File: src/sv/hmsc_pkg.sv
`timescale 1ns / 1ps
// Package with the shared types, constants and step functions of the clock.
package hmsc_pkg;

  localparam int unsigned TpsWidth = 16;
  localparam int unsigned HourWidth = 5;
  localparam int unsigned MinWidth = 6;
  localparam int unsigned SecWidth = 6;

  localparam logic [TpsWidth-1:0] TpsReset = 16'd200;
  localparam logic [MinWidth-1:0] MinTop = 6'd59;
  localparam logic [SecWidth-1:0] SecTop = 6'd59;
  localparam logic [HourWidth-1:0] HourTop = 5'd23;

  typedef enum logic [1:0] {
    EV_NONE   = 2'd0,
    EV_SINGLE = 2'd1,
    EV_DOUBLE = 2'd2,
    EV_LONG   = 2'd3
  } hmsc_event_e;

  typedef enum logic [1:0] {
    MODE_NORMAL   = 2'd0,
    MODE_SET_MIN  = 2'd1,
    MODE_SET_HOUR = 2'd2
  } hmsc_mode_e;

  typedef struct packed {
    logic [HourWidth-1:0] hours;
    logic [MinWidth-1:0]  minutes;
    logic [SecWidth-1:0]  seconds;
    logic [TpsWidth-1:0]  prescale;
    hmsc_mode_e           mode;
  } hmsc_state_t;

  typedef struct packed {
    logic [HourWidth-1:0] hours;
    logic [MinWidth-1:0]  minutes;
    logic [SecWidth-1:0]  seconds;
    logic [1:0]           mode;
  } hmsc_result_t;

  // Step up with wrap to zero past the top value.
  function automatic logic [MinWidth-1:0] step_up(input logic [MinWidth-1:0] v,
                                                  input logic [MinWidth-1:0] top);
    step_up = (v >= top) ? '0 : v + 6'd1;
  endfunction

  // Step down with wrap to the top value; out-of-range values also go to the top.
  function automatic logic [MinWidth-1:0] step_down(input logic [MinWidth-1:0] v,
                                                    input logic [MinWidth-1:0] top);
    step_down = ((v == '0) || (v > top)) ? top : v - 6'd1;
  endfunction

endpackage

File: src/sv/hmsc_if.sv
`timescale 1ns / 1ps
// Interfaces for the button input channel, the time result channel and the configuration port.
interface hmsc_in_if;
  logic       valid;
  logic       ready;
  logic [1:0] button1_event;
  logic [1:0] button2_event;
  modport source (output valid, output button1_event, output button2_event, input ready);
  modport sink (input valid, input button1_event, input button2_event, output ready);
endinterface

interface hmsc_out_if;
  logic                          valid;
  logic                          ready;
  logic [hmsc_pkg::HourWidth-1:0] hours;
  logic [hmsc_pkg::MinWidth-1:0]  minutes;
  logic [hmsc_pkg::SecWidth-1:0]  seconds;
  logic [1:0]                    mode;
  modport source (output valid, output hours, output minutes, output seconds, output mode,
                  input ready);
  modport sink (input valid, input hours, input minutes, input seconds, input mode,
                output ready);
endinterface

interface hmsc_cfg_if;
  logic                          valid;
  logic                          ready;
  logic [hmsc_pkg::TpsWidth-1:0] data;
  modport source (output valid, output data, input ready);
  modport sink (input valid, input data, output ready);
endinterface

File: src/sv/hmsc_update.sv
`timescale 1ns / 1ps
// Next-state logic of the clock for one system tick.
module hmsc_update (
  input  hmsc_pkg::hmsc_state_t           state_i,
  input  logic [1:0]                      button1_event_i,
  input  logic [1:0]                      button2_event_i,
  input  logic [hmsc_pkg::TpsWidth-1:0]   ticks_per_second_i,
  output hmsc_pkg::hmsc_state_t           state_o
);

  logic                              long_any;
  logic                              double_any;
  logic [hmsc_pkg::TpsWidth-1:0]     pre_dec;
  logic [hmsc_pkg::MinWidth-1:0]     field;
  logic [hmsc_pkg::MinWidth-1:0]     top;
  logic                              hour_sel;

  assign long_any = (button1_event_i == hmsc_pkg::EV_LONG) ||
                    (button2_event_i == hmsc_pkg::EV_LONG);
  assign double_any = (button1_event_i == hmsc_pkg::EV_DOUBLE) ||
                      (button2_event_i == hmsc_pkg::EV_DOUBLE);
  assign pre_dec = (state_i.prescale != '0) ? state_i.prescale - 16'd1 : '0;
  assign hour_sel = (state_i.mode == hmsc_pkg::MODE_SET_HOUR);
  assign top = hour_sel ? {1'b0, hmsc_pkg::HourTop} : hmsc_pkg::MinTop;

  always_comb begin
    state_o = state_i;
    field = hour_sel ? {1'b0, state_i.hours} : state_i.minutes;
    case (state_i.mode)
      hmsc_pkg::MODE_NORMAL: begin
        state_o.prescale = pre_dec;
        if (long_any) begin
          state_o.mode = hmsc_pkg::MODE_SET_MIN;
        end else if (pre_dec == '0) begin
          state_o.prescale = ticks_per_second_i;
          if (state_i.seconds >= hmsc_pkg::SecTop) begin
            state_o.seconds = '0;
            if (state_i.minutes >= hmsc_pkg::MinTop) begin
              state_o.minutes = '0;
              state_o.hours = (state_i.hours >= hmsc_pkg::HourTop) ? '0
                                                                   : state_i.hours + 5'd1;
            end else begin
              state_o.minutes = state_i.minutes + 6'd1;
            end
          end else begin
            state_o.seconds = state_i.seconds + 6'd1;
          end
        end
      end
      hmsc_pkg::MODE_SET_MIN, hmsc_pkg::MODE_SET_HOUR: begin
        if (button1_event_i == hmsc_pkg::EV_SINGLE) begin
          field = hmsc_pkg::step_up(field, top);
        end
        if (button2_event_i == hmsc_pkg::EV_SINGLE) begin
          field = hmsc_pkg::step_down(field, top);
        end
        if (hour_sel) begin
          state_o.hours = field[hmsc_pkg::HourWidth-1:0];
        end else begin
          state_o.minutes = field;
        end
        if (long_any) begin
          state_o.mode = hmsc_pkg::MODE_NORMAL;
          state_o.seconds = '0;
        end
        if (double_any) begin
          state_o.mode = hour_sel ? hmsc_pkg::MODE_SET_MIN : hmsc_pkg::MODE_SET_HOUR;
        end
      end
      default: begin
        state_o = state_i;
      end
    endcase
  end

endmodule

File: src/sv/hms_clock_with_button_set_mode.sv
`timescale 1ns / 1ps
// Top level of the 24-hour clock with button set mode.
// A tick's result is registered in the output register, or in the skid register while output waits.
// Throughput: one tick per cycle until both entries of the two-entry output buffer hold results.
// The state update is one pass of increment and compare logic between the state registers.
// Reset clears the time to 00:00:00 in normal mode and loads 200 into the prescaler and its reload.
module hms_clock_with_button_set_mode (
  input  logic            clk_i,
  input  logic            rst_ni,
  hmsc_in_if.sink         in_i,
  hmsc_out_if.source      res_o,
  hmsc_cfg_if.sink        cfg_i
);

  logic [hmsc_pkg::TpsWidth-1:0] tps_q;
  hmsc_pkg::hmsc_state_t         state_q;
  hmsc_pkg::hmsc_state_t         state_d;
  hmsc_pkg::hmsc_result_t        result;
  hmsc_pkg::hmsc_result_t        out_q;
  hmsc_pkg::hmsc_result_t        skid_q;
  logic                          out_valid_q;
  logic                          skid_valid_q;
  logic                          in_xfer;
  logic                          out_free;

  hmsc_update u_update (
    .state_i            (state_q),
    .button1_event_i    (in_i.button1_event),
    .button2_event_i    (in_i.button2_event),
    .ticks_per_second_i (tps_q),
    .state_o            (state_d)
  );

  assign in_i.ready = ~skid_valid_q;
  assign cfg_i.ready = 1'b1;
  assign in_xfer = in_i.valid & ~skid_valid_q;
  assign out_free = ~out_valid_q | res_o.ready;

  assign result.hours = state_d.hours;
  assign result.minutes = state_d.minutes;
  assign result.seconds = state_d.seconds;
  assign result.mode = state_d.mode;

  always_ff @(posedge clk_i or negedge rst_ni) begin
    if (!rst_ni) begin
      tps_q <= hmsc_pkg::TpsReset;
    end else if (cfg_i.valid) begin
      tps_q <= cfg_i.data;
    end
  end

  always_ff @(posedge clk_i or negedge rst_ni) begin
    if (!rst_ni) begin
      state_q.hours <= '0;
      state_q.minutes <= '0;
      state_q.seconds <= '0;
      state_q.prescale <= hmsc_pkg::TpsReset;
      state_q.mode <= hmsc_pkg::MODE_NORMAL;
    end else if (in_xfer) begin
      state_q <= state_d;
    end
  end

  always_ff @(posedge clk_i or negedge rst_ni) begin
    if (!rst_ni) begin
      out_valid_q <= 1'b0;
      skid_valid_q <= 1'b0;
    end else if (out_free) begin
      out_valid_q <= skid_valid_q | in_xfer;
      skid_valid_q <= 1'b0;
    end else if (in_xfer) begin
      skid_valid_q <= 1'b1;
    end
  end

  always_ff @(posedge clk_i) begin
    if (out_free) begin
      out_q <= skid_valid_q ? skid_q : result;
    end else if (in_xfer) begin
      skid_q <= result;
    end
  end

  assign res_o.valid = out_valid_q;
  assign res_o.hours = out_q.hours;
  assign res_o.minutes = out_q.minutes;
  assign res_o.seconds = out_q.seconds;
  assign res_o.mode = out_q.mode;

endmodule

File: src/flat_wrapper.sv
// flat-port wrapper written by rule: the top's interface ports become plain ports
module hms_clock_with_button_set_mode_flat 
  (clk_i, rst_ni, in_i_valid, in_i_button1_event, in_i_button2_event, in_i_ready, res_o_valid, res_o_hours, res_o_minutes, res_o_seconds, res_o_mode, res_o_ready, cfg_i_valid, cfg_i_data, cfg_i_ready);
  hmsc_in_if in_i_i ();
  hmsc_out_if res_o_i ();
  hmsc_cfg_if cfg_i_i ();
  input  logic clk_i;
  input  logic rst_ni;
  input wire logic [$bits(in_i_i.valid)-1:0] in_i_valid;
  input wire logic [$bits(in_i_i.button1_event)-1:0] in_i_button1_event;
  input wire logic [$bits(in_i_i.button2_event)-1:0] in_i_button2_event;
  output wire logic [$bits(in_i_i.ready)-1:0] in_i_ready;
  output wire logic [$bits(res_o_i.valid)-1:0] res_o_valid;
  output wire logic [$bits(res_o_i.hours)-1:0] res_o_hours;
  output wire logic [$bits(res_o_i.minutes)-1:0] res_o_minutes;
  output wire logic [$bits(res_o_i.seconds)-1:0] res_o_seconds;
  output wire logic [$bits(res_o_i.mode)-1:0] res_o_mode;
  input wire logic [$bits(res_o_i.ready)-1:0] res_o_ready;
  input wire logic [$bits(cfg_i_i.valid)-1:0] cfg_i_valid;
  input wire logic [$bits(cfg_i_i.data)-1:0] cfg_i_data;
  output wire logic [$bits(cfg_i_i.ready)-1:0] cfg_i_ready;
  assign in_i_i.valid = in_i_valid;
  assign in_i_i.button1_event = in_i_button1_event;
  assign in_i_i.button2_event = in_i_button2_event;
  assign in_i_ready = in_i_i.ready;
  assign res_o_valid = res_o_i.valid;
  assign res_o_hours = res_o_i.hours;
  assign res_o_minutes = res_o_i.minutes;
  assign res_o_seconds = res_o_i.seconds;
  assign res_o_mode = res_o_i.mode;
  assign res_o_i.ready = res_o_ready;
  assign cfg_i_i.valid = cfg_i_valid;
  assign cfg_i_i.data = cfg_i_data;
  assign cfg_i_ready = cfg_i_i.ready;
  hms_clock_with_button_set_mode u_core (.clk_i(clk_i), .rst_ni(rst_ni), .in_i(in_i_i), .res_o(res_o_i), .cfg_i(cfg_i_i));
endmodule
File: config.mk
export PLATFORM = sky130hd
export DESIGN_NAME = hms_clock_with_button_set_mode_flat
export DESIGN_NICKNAME = d
export VERILOG_FILES = /design/src/sv/hmsc_pkg.sv /design/src/sv/hmsc_if.sv /design/src/sv/hmsc_update.sv /design/src/sv/hms_clock_with_button_set_mode.sv /design/src/flat_wrapper.sv
export SDC_FILE = /design/constraint.sdc
export NUM_CORES = 1
export LEC_CHECK = 0
export ABC_AREA = 1
export BUFFER_PORTS_ARGS = -buffer_cell sky130_fd_sc_hd__buf_2
export CAP_MARGIN = 15
export CORE_ASPECT_RATIO = 0.9
export CORE_MARGIN = 8
export CORE_UTILIZATION = 55
export CTS_CLUSTER_DIAMETER = 120
export DETAILED_ROUTE_END_ITERATION = 8
export PLACE_DENSITY = 0.84
export REMOVE_ABC_BUFFERS = 1
export SLEW_MARGIN = 20
export SYNTH_ARGS = -nofsm -noshare
export SYNTH_HDL_FRONTEND = slang
export SYNTH_HIERARCHICAL = 1
export SYNTH_SLANG_ARGS = --single-unit
File: constraint.sdc
create_clock -name clk_i -period 4.3 [get_ports clk_i]
set_clock_uncertainty 0.15 [all_clocks]
set_input_delay 0.645 -clock clk_i [delete_from_list [all_inputs] [get_ports clk_i]]
set_output_delay 0.645 -clock clk_i [all_outputs]
set_load 0.01 [all_outputs]
# [After elaboration in Yosys (flattened, before gate mapping)]
# Cells that the tools add are included.
[op_classes] order_cmp=5 mux=27 reduce_logical=11 n_eq_ne=8 n_addsub=6 bitwise_logic=6
[ops] operator="2-to-1 mux 33 bit" count=2
[ops] operator="2-to-1 mux 6 bit" count=11
[ops] operator="one-hot mux 17 bit (2 select lines)" count=1
[ops] operator="2-to-1 mux 19 bit" count=1
[ops] operator="adder 6 x 1 -> 6 bit, second input constant" count=3
[ops] operator="zero test 16 bit" count=1
[ops] operator="2-to-1 mux 16 bit" count=1
[ops] operator="nonzero test 16 bit" count=1
[ops] operator="subtractor 16 x 1 -> 16 bit, second input constant" count=1
[ops] operator="2-to-1 mux 5 bit" count=3
[ops] operator=">= comparator 6 bit, second input constant" count=2
[ops] operator="2-to-1 mux 11 bit" count=1
[ops] operator="equality test 2 bit, second input constant" count=5
[ops] operator="2-to-1 mux 2 bit" count=4
[ops] operator="equality test 2 x 1 -> 1 bit, second input constant" count=3
[ops] operator=">= comparator 6 bit" count=1
[ops] operator="greater-than comparator 6 bit" count=1
[ops] operator="zero test 6 bit" count=1
[ops] operator="subtractor 6 x 1 -> 6 bit, second input constant" count=1
[ops] operator="adder 5 x 1 -> 5 bit, second input constant" count=1
[ops] operator=">= comparator 5 bit, second input constant" count=1
[ops] operator="one-hot mux 2 bit (2 select lines)" count=1
[ops] operator="AND reduction 2 bit" count=2
[ops] operator="logical OR 1 bit" count=3
[ops] operator="other kinds (7)" count=11
[totals] register_bits=91 output_inout_bits=22 elab_cells=79 input_bits=25

# [Longest topological paths before layout]
[depth] depth_word=13 ltp_mapped=29

# [Modules after synthesis]
# The synthesis kept the hierarchy.
[modules_own_cells] mod="hms_clock_with_button_set_mode" area_each_um2=3492.1 n_inst=1 cells_each=329
[modules_own_cells] mod="hmsc_update" area_each_um2=2647.5 n_inst=1 cells_each=537

# [Worst setup path after synthesis]
# Ideal clock, no wire load.
[synth_timing] path_type="reg-to-reg" start="register u_core/state_q[0] (netlist bit)" end="register u_core.out_q, in the netlist u_core/res_o.minutes[4] (data pin)" period_less_slack_ns=3.485 t_required_ns=3.898 setup_ns=0.252 path_buffers=1 path_slack_ns=0.815 t_arrival_ns=3.083 stages_incl_launch_ff=27 path_cell_list="dfrtp_1 inv_1 ha_1 buf_4 nand2_1 nand2_1 inv_1 ha_1 nand3_1 nand3_1 nand3_2 inv_1 nor2_1 ha_1 a21o_1 nand4_1 nand2_1 nand2_1 nand2_2 nand2_1 nand2_1 o21ai_0 nand2_1 nor2_1 nor2_1 nand2_1 nand2_1"
[synth_rtl] element="from (decl)" line_no="hms_clock_with_button_set_mode.sv:16" source="hmsc_pkg::hmsc_state_t state_q;"
[synth_rtl] element="from (signal assigned)" line_no="hms_clock_with_button_set_mode.sv:60" source="state_q <= state_d;"
[synth_rtl] element="to (signal assigned)" line_no="hms_clock_with_button_set_mode.sv:78" source="out_q <= skid_valid_q ? skid_q : result;"
[synth_rtl] element="to (decl)" line_no="hms_clock_with_button_set_mode.sv:19" source="hmsc_pkg::hmsc_result_t out_q;"

==> impl_metrics.yaml <==
yosys:
  ys_ff_latch: 91
  syn_area_per_cell_um2: 7.090
  yosysSeqAreaShare: 0.4031
  yosys_warnings: 6
  synthCells: 866
  synth-edff-count: 38
  async_flop_share: 0.5824
  yosys.cell_types.count: 45
  syn-cell-area_um2: 6140
  synth_top_flop_cell: "dfrtp_1"
die:
  core_area_um2: 10860
  rows: 36
  start_util: 0.5656
  pin_count: 47
  die-height_um: 116.2
  die_area_um2: 14800
  die_w_um: 127.4
detailed_routing:
  via_per_inst: 5.513
  drc: 0
  wl_um: 15050
  antenna_left: 0
  num_vias: 5794
  drt-wirelength-per-cell_um: 14.32
  first_pass_iters: 6
  drt_iter0_drc: 588
worst_setup_path:
  r2r-start: "u_core/state_q[0]"
  start_kind: "flop"
  path_max_fanout: 9
  critPathCaptureType: "flop"
  rr_worst_depth: 25
  timing.rr.end: "u_core/res_o.minutes[1]"
  rrSetupSlack_ns: 0.38
  arrival_ns: 3.87
  setup.worst_path.class: "reg -> reg"
  crit_required_ns: 4.25
grt:
  grt_util_met1: 0.2594
  antenna_found_initial: 0
  grt_pass1_vias: 5339
  grt_max_degree: 56
  grt-busiest-layer: "met2"
  grt_pass1_wl_um: 25070
  grt_usage: 0.2071
  met2_usage: 0.3494
  gr-total-overflow: 0
  grtUsageMet3: 0.04518
clock_tree:
  numCtsBuffers: 9
  clock_latency_ns: 0.34
  htreeDepth: 3
  cts_hold_buf: 0
  ctsLongestPathBuffers: 2
  cts.sinks: 91
  postCtsSetupBuffers: 0
  cts-resized-gates: 0
  root_buffer: "clkbuf_16"
  clk_pin_slew_ns: 0.07
  cts_tree: "done"
placement:
  io_buffers: 45
  finalWeightedCongestion: 0.9683
  place_hpwl_um: 10210
timing:
  period_needed_ns: 3.920
  fin_crit_sh: 0.9117
  slew_headroom: 0.4309
  fmax_mhz: 255.1
  rsz0062_at_grt: "false"
  worst-slew-pin-transition_ns: 0.8516
  setup_viol_count_final: 0
  slew_violations: 0
  finalHoldViolCount: 0
  setup_tns_ns: 0
power:
  swShare: 0.4720
  pwr-share-comb: 0.527
  p_leak_nw: 3.392
  internal-power_mw: 2.589
  clkPwrFrac: 0.167
  irDropWorstVdd_uv: 359.6
  power-per-cell-area_nw_per_um2: 729.6
  seq_power_share: 0.306
  switchingPower_mw: 2.315
  total_power_mw: 4.904
hold_path:
  holdCritPathClass: "in -> async"
layout:
  fin_nets: 934
  drive_above_1_share: 0.1157
  syn2layout_area_growth_pct: 9.476
  antenna_cells: 0
run_status:
  run_status: "finished clean"
run:
  drv_cap: 0
[state kept, by name (all words and copies together) (netlist names)]
register	count
u_core/res_o.valid	1
u_core/res_o.mode	2
u_core/skid_valid_q	1
u_core/tps_q	16
u_core/state_q	35
u_core/res_o.seconds	6
u_core/res_o.minutes	6
u_core/skid_q	19
u_core/res_o.hours	5
[synth_stat cells, types with 2 or more instances]
cell type | number | area (um^2)
a22oi_1 | 3 | 22.52
dfrtp_1 | 47 | 1176
xor2_1 | 6 | 52.55
a21oi_1 | 32 | 160.2
clkinv_1 | 3 | 11.26
nand2_1 | 313 | 1175
nor2_4 | 2 | 22.52
nor3_1 | 6 | 30.03
o22ai_1 | 6 | 37.54
ha_1 | 15 | 187.7
a31oi_1 | 8 | 50.05
buf_4 | 11 | 82.58
nand2_2 | 4 | 25.02
edfxtp_1 | 38 | 1141
buf_2 | 8 | 40.04
o21ai_0 | 51 | 255.2
a32oi_1 | 2 | 17.52
nor2_2 | 7 | 43.79
o211ai_1 | 12 | 90.09
inv_1 | 81 | 304.0
o21ai_1 | 9 | 45.04
buf_6 | 3 | 33.78
clkbuf_1 | 14 | 52.55
inv_2 | 2 | 7.510
dfstp_2 | 6 | 157.7
nor2_1 | 58 | 217.7
nand2_4 | 3 | 33.78
nand3_1 | 88 | 440.4
nand3_2 | 6 | 60.06
nand4_1 | 7 | 43.79
[cell usage in the layout, fill, tap and decap left out, types with 2 or more instances in the layout]
| master | count |
|---|---|
| a32oi_1 | 2 |
| nand2_4 | 3 |
| nand4_1 | 7 |
| nand3_1 | 88 |
| ha_1 | 15 |
| o22ai_1 | 6 |
| a22oi_1 | 3 |
| nand3_2 | 6 |
| inv_1 | 81 |
| inv_2 | 2 |
| buf_2 | 45 |
| dfstp_2 | 6 |
| nor2_2 | 7 |
| clkinv_1 | 3 |
| nand2_1 | 313 |
| clkinvlp_4 | 3 |
| xor2_1 | 6 |
| clkbuf_16 | 9 |
| inv_8 | 2 |
| buf_4 | 10 |
| o21ai_1 | 9 |
| nand2_2 | 4 |
| a21oi_1 | 32 |
| dfrtp_1 | 47 |
| nor2_4 | 2 |
| a31oi_1 | 8 |
| nor3_1 | 6 |
| edfxtp_1 | 38 |
| o211ai_1 | 12 |
| o21ai_0 | 51 |
| nor2_1 | 58 |
[how the worst max path moves through the flow]
stage                            startpoint                 endpoint  slack [ns]  cells past startpoint
after floorplan           u_core/state_q[0]  u_core/res_o.minutes[4]        0.52                     26
after global placement    u_core/state_q[0]  u_core/res_o.minutes[1]        0.57                     25
after detailed placement  u_core/state_q[0]  u_core/res_o.minutes[0]        0.46                     25
after CTS                 u_core/state_q[0]  u_core/res_o.minutes[0]        0.45                     25
after global routing      u_core/state_q[0]  u_core/res_o.minutes[0]       0.009                     26
final                     u_core/state_q[0]  u_core/res_o.minutes[1]        0.38                     25
[layer usage]
layer	vias to the layer above	wire length (um)
met5	-	0
met4	0	256
met3	24	1273
met2	256	6953
met1	2633	6564
li1	2881	-
[cell families after synthesis]
logic type                 Yosys count  synth area share
xor gates and xnor gates             7          0.009986
DFF                                 91            0.4031
buffers and inverters              125           0.08946
AOI/OAI and AO/OA                  126            0.1141
and+or+nand+nor                    501            0.3522
other                                1         0.0006108
adders and majority gates           15           0.03057
[power groups by stage]
stage          combinational [mW]  sequential (mW)  clock, mW
2_1_floorplan                1.86             1.49          0
3_5_place_dp                 2.52             1.50          0
3_3_place_gp                 2.47             1.50          0
4_1_cts                      2.54             1.49      0.832
5_1_grt                      2.93             1.53      0.862
6_report                     2.58             1.50      0.819
[critical path, cell delays in order (launching register included)]
cell and delay, ns:
dfrtp_1 0.39, inv_1 0.12, ha_1 0.33, nand2_1 0.10, nand2_1 0.11, inv_1 0.05, ha_1 0.20, nand3_1 0.08
nand3_1 0.10, nand3_2 0.14, inv_1 0.06, nor2_1 0.23, ha_1 0.30, a21o_1 0.18, nand4_1 0.08, nand2_1 0.06
nand2_1 0.10, nand2_2 0.11, o22ai_1 0.19, nand2_1 0.08, nand2_1 0.10, nand2_1 0.06, nand2_1 0.06, nand2_1 0.14
nand2_1 0.09, nand2_1 0.05
[cell type report]
type                       count  area [um^2]
fill                         992         4134
multi-input combinational    650         3115
sequential                    91         2475
inverter                      87        331.6
timing repair buffer          55        300.3
clock buffer                   9        225.2
tap                          152        190.2
clock inverter                 7        83.83
[stage by stage]
step | hold WS [ns] | setup WS (ns) | cells | utilization | area, um^2
5_1_grt | 0.3452 | 0.008661 | 1051 | 0.6192 | 6721
2_1_floorplan | 0.1994 | 0.5172 | 828 | - | 5922
3_3_place_gp | 0.3044 | 0.5691 | 1035 | 0.5907 | 6412
3_5_place_dp | 0.3086 | 0.4613 | 1035 | 0.5907 | 6412
4_1_cts | 0.2982 | 0.4539 | 1051 | 0.6192 | 6721
6_report | 0.2863 | 0.3795 | 1051 | 0.6192 | 6721
(Power assumes the default switching activity.)
